**config.mk**
```make
export PLATFORM = sky130hd
export DESIGN_NAME = mcvc_ram
export DESIGN_NICKNAME = d
export VERILOG_FILES = /design/src/rtl/mcvc_ram.sv
export SDC_FILE = /design/constraint.sdc
export NUM_CORES = 1
export LEC_CHECK = 0
export BUFFER_PORTS_ARGS = -buffer_cell sky130_fd_sc_hd__buf_2
export CELL_PAD_IN_SITES_DETAIL_PLACEMENT = 1
export CELL_PAD_IN_SITES_GLOBAL_PLACEMENT = 2
export CORE_ASPECT_RATIO = 1.75
export CORE_UTILIZATION = 25
export CTS_CLUSTER_SIZE = 20
export DETAILED_ROUTE_END_ITERATION = 6
export PLACE_DENSITY_LB_ADDON = 0.1
export SLEW_MARGIN = 20
export SYNTH_ARGS = -nofsm -noshare
export SYNTH_HDL_FRONTEND = slang
export SYNTH_SLANG_ARGS = --single-unit
export TNS_END_PERCENT = 1
```
**constraint.sdc**
```tcl
create_clock -name clk -period 1.89 [get_ports clk]
set_input_delay 0 -clock clk [delete_from_list [all_inputs] [get_ports clk]]
set_output_delay 0 -clock clk [all_outputs]
set_load 0.005 [all_outputs]
```
**src/rtl/mcvc_ram.sv**
```systemverilog
// ----------------------------------------------------------------------------
// mcvc_ram
// generic single write, single read ram with registered read data
// ----------------------------------------------------------------------------
module mcvc_ram #(
  parameter int WIDTH = 8,
  parameter int DEPTH = 16
) (
  input  logic                                        clk,
  input  logic                                        we,
  input  logic [((DEPTH > 1) ? $clog2(DEPTH) : 1)-1:0] waddr,
  input  logic [WIDTH-1:0]                            wdata,
  input  logic [((DEPTH > 1) ? $clog2(DEPTH) : 1)-1:0] raddr,
  output logic [WIDTH-1:0]                            rdata
);

  logic [WIDTH-1:0] mem [DEPTH];

  // write port and registered read port
  always_ff @(posedge clk) begin
    if (we) begin
      mem[waddr] <= wdata;
    end
    rdata <= mem[raddr];
  end

endmodule

```
==> metrics.yaml, run 1 <==
hold_slack_ps: 164
wl_per_cell_um: 20.8
tns_ps: 0
worst_slew_pin_slew_ps: 396
vias_per_cell: 4.35
worst_slack_ps: 533
path_clk_slew_ps: 60
hold_violations: 0
drive_above_1_share_pct: 31.3
drt_iter0_drc: 95
clock-sinks: 136
post_cts_buffers: 0
yosysUniqueCellTypes: 19
antenna_found_initial: 0
required_ps: 2180
root_buffer: "clkbuf_16"
numCtsBuffers: 17
hold_depth: 5
status: "completed"
reg2reg_to: "rdata[0]$_DFF_P_"
crit_path_max_incr_delay_ps: 540
finalCriticalPeriod_ps: 1360
layout_common_cells: "edfxtp_1 (128), buf_2 (25), buf_4 (20)"
synth.yosys.seq_area_share_pct: 77.8
die_area_mm2: 0.0212
area_growth_pct: 24.7
endpoint_kind: "flip-flop"
clockBufferDepth: 2
worstReg2RegStart: "mem[5][0]$_DFFE_PP_"
ctsHoldBuffers: 8
hp-start: "raddr[3]"
crit_buf_inv: 0
fillers: 2074
power_density_mw_per_mm2: 1130
placed_area_mm2: 0.00571
diodes: 0
rows: 69
cap_viol_max_count: 0
hp-class: "in -> reg"
netlist_area_mm2: 0.00515
hold_end: "rdata[6]$_DFF_P_"
critPathTopFamily: "multiplexers"
final_nets: 312
num_vias: 2414
utilization_pct: 31.8
startpoint_type: "flip-flop"
power.static_leakage_nw: 2.17
cp_slowest_cell: "mux4_1"
worstRegToRegCells: 3
start_util_pct: 25.5
grt_pass1_wl_mm: 17.3
peakVddDrop_uv: 503
ios: 26
synth-seq-cells: 136
fin_skew_ps: 6.63
layout_commonest_cell: "edfxtp_1"
cts_tree: "done"
chipHeight_um: 192
syn_nets: 247
crit_chain: "mux4_1, a22oi_1, nand2_1"
place_congestion: 0.700
rsz0062_at_grt: "no"
routed_wl_mm: 11.5
finalSetupViolCount: 0
grt_usage_pct: 11.8
dp_slack_ps: 451
syn_inst: 229
cts-resized-gates: 0
grt_max_degree: 33
drv_slew: 0
hpwlAfterDp_mm: 8.16
stdcell_area_mm2: 0.00642
ant_nets: 0
drc_errors: 0
portBuffers: 25
core_area_mm2: 0.0202
grt_pass1_vias: 2693
avgSynthCellArea_um2: 22.5
relSlewSlack_pct: 73.6
clk_latency_ps: 410
die_w_um: 110
cp.arrival_ps: 1650
path_max_fanout: 1
reg2reg_slack_ps: 530
htreeDepth: 4
crit_type: "reg -> reg"
grt.overflow.total: 0
min_period_over_period_pct: 71.8
synth_warnings: 0
drt_pass1_iterations: 4
fmax_mhz: 737
[cell usage after synthesis, drive strengths merged]
| library cell | instances | area, µm² |
|---|---|---|
| buf | 7 | 56.3 |
| a22oi | 16 | 120 |
| nand3b | 2 | 15.0 |
| nand3 | 1 | 5.00 |
| mux4 | 32 | 773 |
| nor2 | 13 | 48.8 |
| clkdlybuf4s25 | 3 | 30.0 |
| nand2b | 2 | 12.5 |
| nand2 | 9 | 33.8 |
| nor3 | 4 | 20.0 |
| edfxtp | 128 | 3840 |
| dfxtp | 8 | 160 |
| nor2b | 1 | 6.26 |
| and2 | 1 | 6.26 |
| or3b | 1 | 8.76 |
| and2b | 1 | 7.51 |
[cell families after synthesis]
logic type	count (synthesis)	share of synthesized area, %
mux	32	15.0
simple gates	35	3.18
flops	136	77.8
buf+inv	10	1.68
compound gates	16	2.33
[how the worst max path moves through the flow]
stage / from / end / slack (ps) / cells after the start
final: mem[5][0]$_DFFE_PP_ / rdata[0]$_DFF_P_ / 530 / 3
after global placement: raddr[0] / rdata[0]$_DFF_P_ / 410 / 5
after global routing: mem[1][1]$_DFFE_PP_ / rdata[1]$_DFF_P_ / 460 / 3
after detailed placement: raddr[0] / rdata[0]$_DFF_P_ / 450 / 5
after CTS: mem[5][0]$_DFFE_PP_ / rdata[0]$_DFF_P_ / 510 / 3
after floorplan: waddr[2] / mem[0][0]$_DFFE_PP_ / 400 / 2
[state kept, by name, summed over array words and instances (netlist names)]
register	count
rdata	8
mem	128
[layer usage]
metal	up-vias	global-route usage [%]	share of wire (%)
met4	0	5.69	1.6
li1	1105	-	-
met5	-	0	0
met3	8	2.62	1.8
met1	1261	12.3	40
met2	40	22.1	57
[per-stage QoR]
stage / power, mW / cells
final: 7.23 / 555
after floorplan: 3.62 / 229
after global placement: 3.79 / 515
after global routing: 7.48 / 555
after CTS: 7.33 / 555
after detailed placement: 3.80 / 515
[area by class of cell]
class	count	area, µm²	area share [%]
repair buffers	56	415	6.47
multi-input cells	83	1060	16.5
well taps	248	310	4.83
clock inverters	8	143	2.22
flip-flops and latches	136	4000	62.4
clock buffers	24	492	7.66
[worst register-to-register path, delay by kind of cell (launching register included)]
family	cells	cell delay [ps]
simple gates	1	110
flops	1	360
mux	1	540
compound gates	1	230
[report_power, final]
part	internal (mW)	leakage (nW)	switching [mW]
Combinational	0.153	0.639	0.181
Clock	2.34	0.310	1.16
Sequential	3.37	1.22	0.0214
Total	5.87	2.17	1.36
No activity file was read; power rests on OpenSTA's default activity.
==> inputs of run 2 (changes only) <==
==> constraint.sdc (replaced) <==
create_clock -name clk -period 1.1 [get_ports clk]
set_input_delay 0 -clock clk [delete_from_list [all_inputs] [get_ports clk]]
set_output_delay 0 -clock clk [all_outputs]
set_load 0.005 [all_outputs]
==> metrics.yaml, run 2 (same netlist as run 1, synthesis figures left out) <==
hold_violations: 0  # unchanged
place_congestion: 0.680  # was 0.700
cp_slowest_cell: "mux4_2"  # was mux4_1
clockBufferDepth: 2  # unchanged
routed_wl_mm: 12.4  # was 11.5 mm
drt_pass1_iterations: 4  # unchanged
endpoint_kind: "flip-flop"  # unchanged
grt.overflow.total: 0  # unchanged
diodes: 0  # unchanged
swShare_pct: 20.6  # was 18.9%
hp-start: "waddr[0]"  # was raddr[3]
rsz0062_at_grt: "yes"  # was no
power_frac_comb_pct: 5.4  # was 4.6%
worstRegToRegCells: 3  # unchanged
peakVddDrop_uv: 995  # was 503 µV
crit_path_max_incr_delay_ps: 490  # was 540 ps
finalCriticalPeriod_ps: 1270  # was 1360 ps
portBuffers: 25  # unchanged
crit_buf_inv: 0  # unchanged
worstReg2RegStart: "mem[3][0]$_DFFE_PP_"  # was mem[5][0]$_DFFE_PP_
drv_slew: 0  # unchanged
fmax_mhz: 787  # was 737 MHz
power_switching_mw: 2.58  # was 1.36 mW
post_cts_buffers: 0  # unchanged
cts_tree: "done"  # unchanged
cap_viol_max_count: 0  # unchanged
violations: "setup timing"
worst_slew_pin_slew_ps: 1020  # was 396 ps
pwr-share-clk_pct: 47.9  # was 48.4%
status: "finished with violations"  # was completed
dp_slack_ps: -349  # was 451 ps
ios: 26  # unchanged
critPathLaunch: "mem[3][0]$_DFFE_PP_"  # was mem[5][0]$_DFFE_PP_
relSlewSlack_pct: 31.8  # was 73.6%
hp-class: "in -> reg"  # unchanged
grt_pass1_vias: 2838  # was 2693
finalSetupViolCount: 8  # was 0
final_nets: 325  # was 312
drt_iter0_drc: 90  # was 95
path_max_fanout: 1  # unchanged
clk_latency_ps: 410  # about the same
cp.arrival_ps: 1570  # was 1650 ps
core_area_mm2: 0.0202  # unchanged
htreeDepth: 4  # unchanged
layout_common_cells: "edfxtp_1 (128), mux4_2 (30), buf_2 (25)"  # was edfxtp_1 (128), buf_2 (25), buf_4 (20)
critPathTopFamily: "multiplexers"  # unchanged
clock-sinks: 136  # unchanged
numCtsBuffers: 17  # unchanged
crit_type: "reg -> reg"  # unchanged
die_w_um: 110  # unchanged
root_buffer: "clkbuf_16"  # unchanged
crit_chain: "mux4_2, a22oi_2, nand2_1"  # was mux4_1, a22oi_1, nand2_1
ant_nets: 0  # unchanged
num_vias: 2490  # was 2414
required_ps: 1400  # was 2180 ps
wl_per_cell_um: 21.9  # was 20.8 µm
grt_pass1_wl_mm: 18.8  # was 17.3 mm
p_seq_share_pct: 46.7  # was 46.9%
tns_ps: -1100  # was 0 ps
power.internal_mw: 9.92  # was 5.87 mW
hold_depth: 3  # was 5
grt_max_degree: 20  # was 33
power_density_mw_per_mm2: 1880  # was 1130 mW/mm²
largest_reg_flops: 128  # unchanged
chipHeight_um: 192  # unchanged
largest_register: "mem"  # unchanged
power_mw: 12.5  # was 7.23 mW
die_area_mm2: 0.0212  # unchanged
min_period_over_period_pct: 115  # was 71.8%
grt_usage_pct: 12.8  # was 11.8%
reg_top3: "mem x128, rdata x8"  # unchanged
drc_errors: 0  # unchanged
area_growth_pct: 29.1  # was 24.7%
rows: 69  # unchanged
startpoint_type: "flip-flop"  # unchanged
fillers: 2061  # was 2074
power.static_leakage_nw: 2.21  # was 2.17 nW
reg2reg_slack_ps: -170  # was 530 ps
vias_per_cell: 4.38  # was 4.35
start_util_pct: 25.5  # unchanged
path_clk_slew_ps: 60  # about the same
fin_skew_ps: 9.20  # was 6.63 ps
antenna_found_initial: 0  # unchanged
hpwlAfterDp_mm: 8.65  # was 8.16 mm
layout_commonest_cell: "edfxtp_1"  # unchanged
cp.depth: 3  # unchanged
worst_slack_ps: -170  # was 533 ps
drive_above_1_share_pct: 42.2  # was 31.3%
[run 2: cell types whose count changed in the layout (fill, tap and decap cells not counted), moves of 4 or more]
cell,change
mux4_1,-12
mux4_2,+12
buf_12,+10
a22oi_1,-7
a22oi_2,+7
clkbuf_8,-4
[run 2: through the flow]
step	util (%)	hold slack (ps)	cells	area [µm²]
after floorplan	-	98.9	229	5170
after global placement	29.5	376	528	5950
after detailed placement	29.5	379	528	5950
after CTS	32.9	126	568	6650
after global routing	32.9	151	568	6650
final	32.9	147	568	6650
[run 2: worst paths after layout]
path | to
worst max-delay path | rdata[0]$_DFF_P_
worst min-delay path | mem[8][7]$_DFFE_PP_
worst min register to register | rdata[2]$_DFF_P_
worst max register to register | rdata[0]$_DFF_P_
[run 2: layout make-up]
| class | instances | area, µm² | share of cell area (%) |
|---|---|---|---|
| clock buffers | 17 | 425 | 6.40 |
| multi-input cells | 83 | 1070 | 16.1 |
| flip-flops and latches | 136 | 4000 | 60.2 |
| repair buffers | 69 | 638 | 9.60 |
| well taps | 248 | 310 | 4.67 |
| clock inverters | 15 | 199 | 2.99 |
[run 2: per-layer routing]
| layer | share of wire [%] | vias up | track usage, % |
|---|---|---|---|
| met5 | 0 | - | 0 |
| li1 | - | 1121 | - |
| met3 | 1.9 | 13 | 2.56 |
| met1 | 40 | 1315 | 14.2 |
| met4 | 1.7 | 0 | 5.69 |
| met2 | 56 | 41 | 23.6 |
[run 2: repair_timing]
action | in CTS | in global routing
endpoints found under the hold margin | 126 | 0
hold buffers | 8 | 0
endpoints found under the setup margin | 8 | 8
gates resized for setup | 19 | 0
pin swaps | 9 | 1
cloned | 0 | 0
[run 2: tightest hold or removal path, stage by stage]
cell	delay, ps
buf_2	160
nor3_2	80
buf_12	150
[run 2: power by group through the flow]
stage                     Sequential, mW  Combinational (mW)  Clock, mW
after global placement              5.94               0.649          0
after CTS                           5.84               0.707       6.12
after detailed placement            5.94               0.656          0
final                               5.83               0.675       5.99
after floorplan                     5.93               0.298          0
after global routing                5.84               0.744       6.31
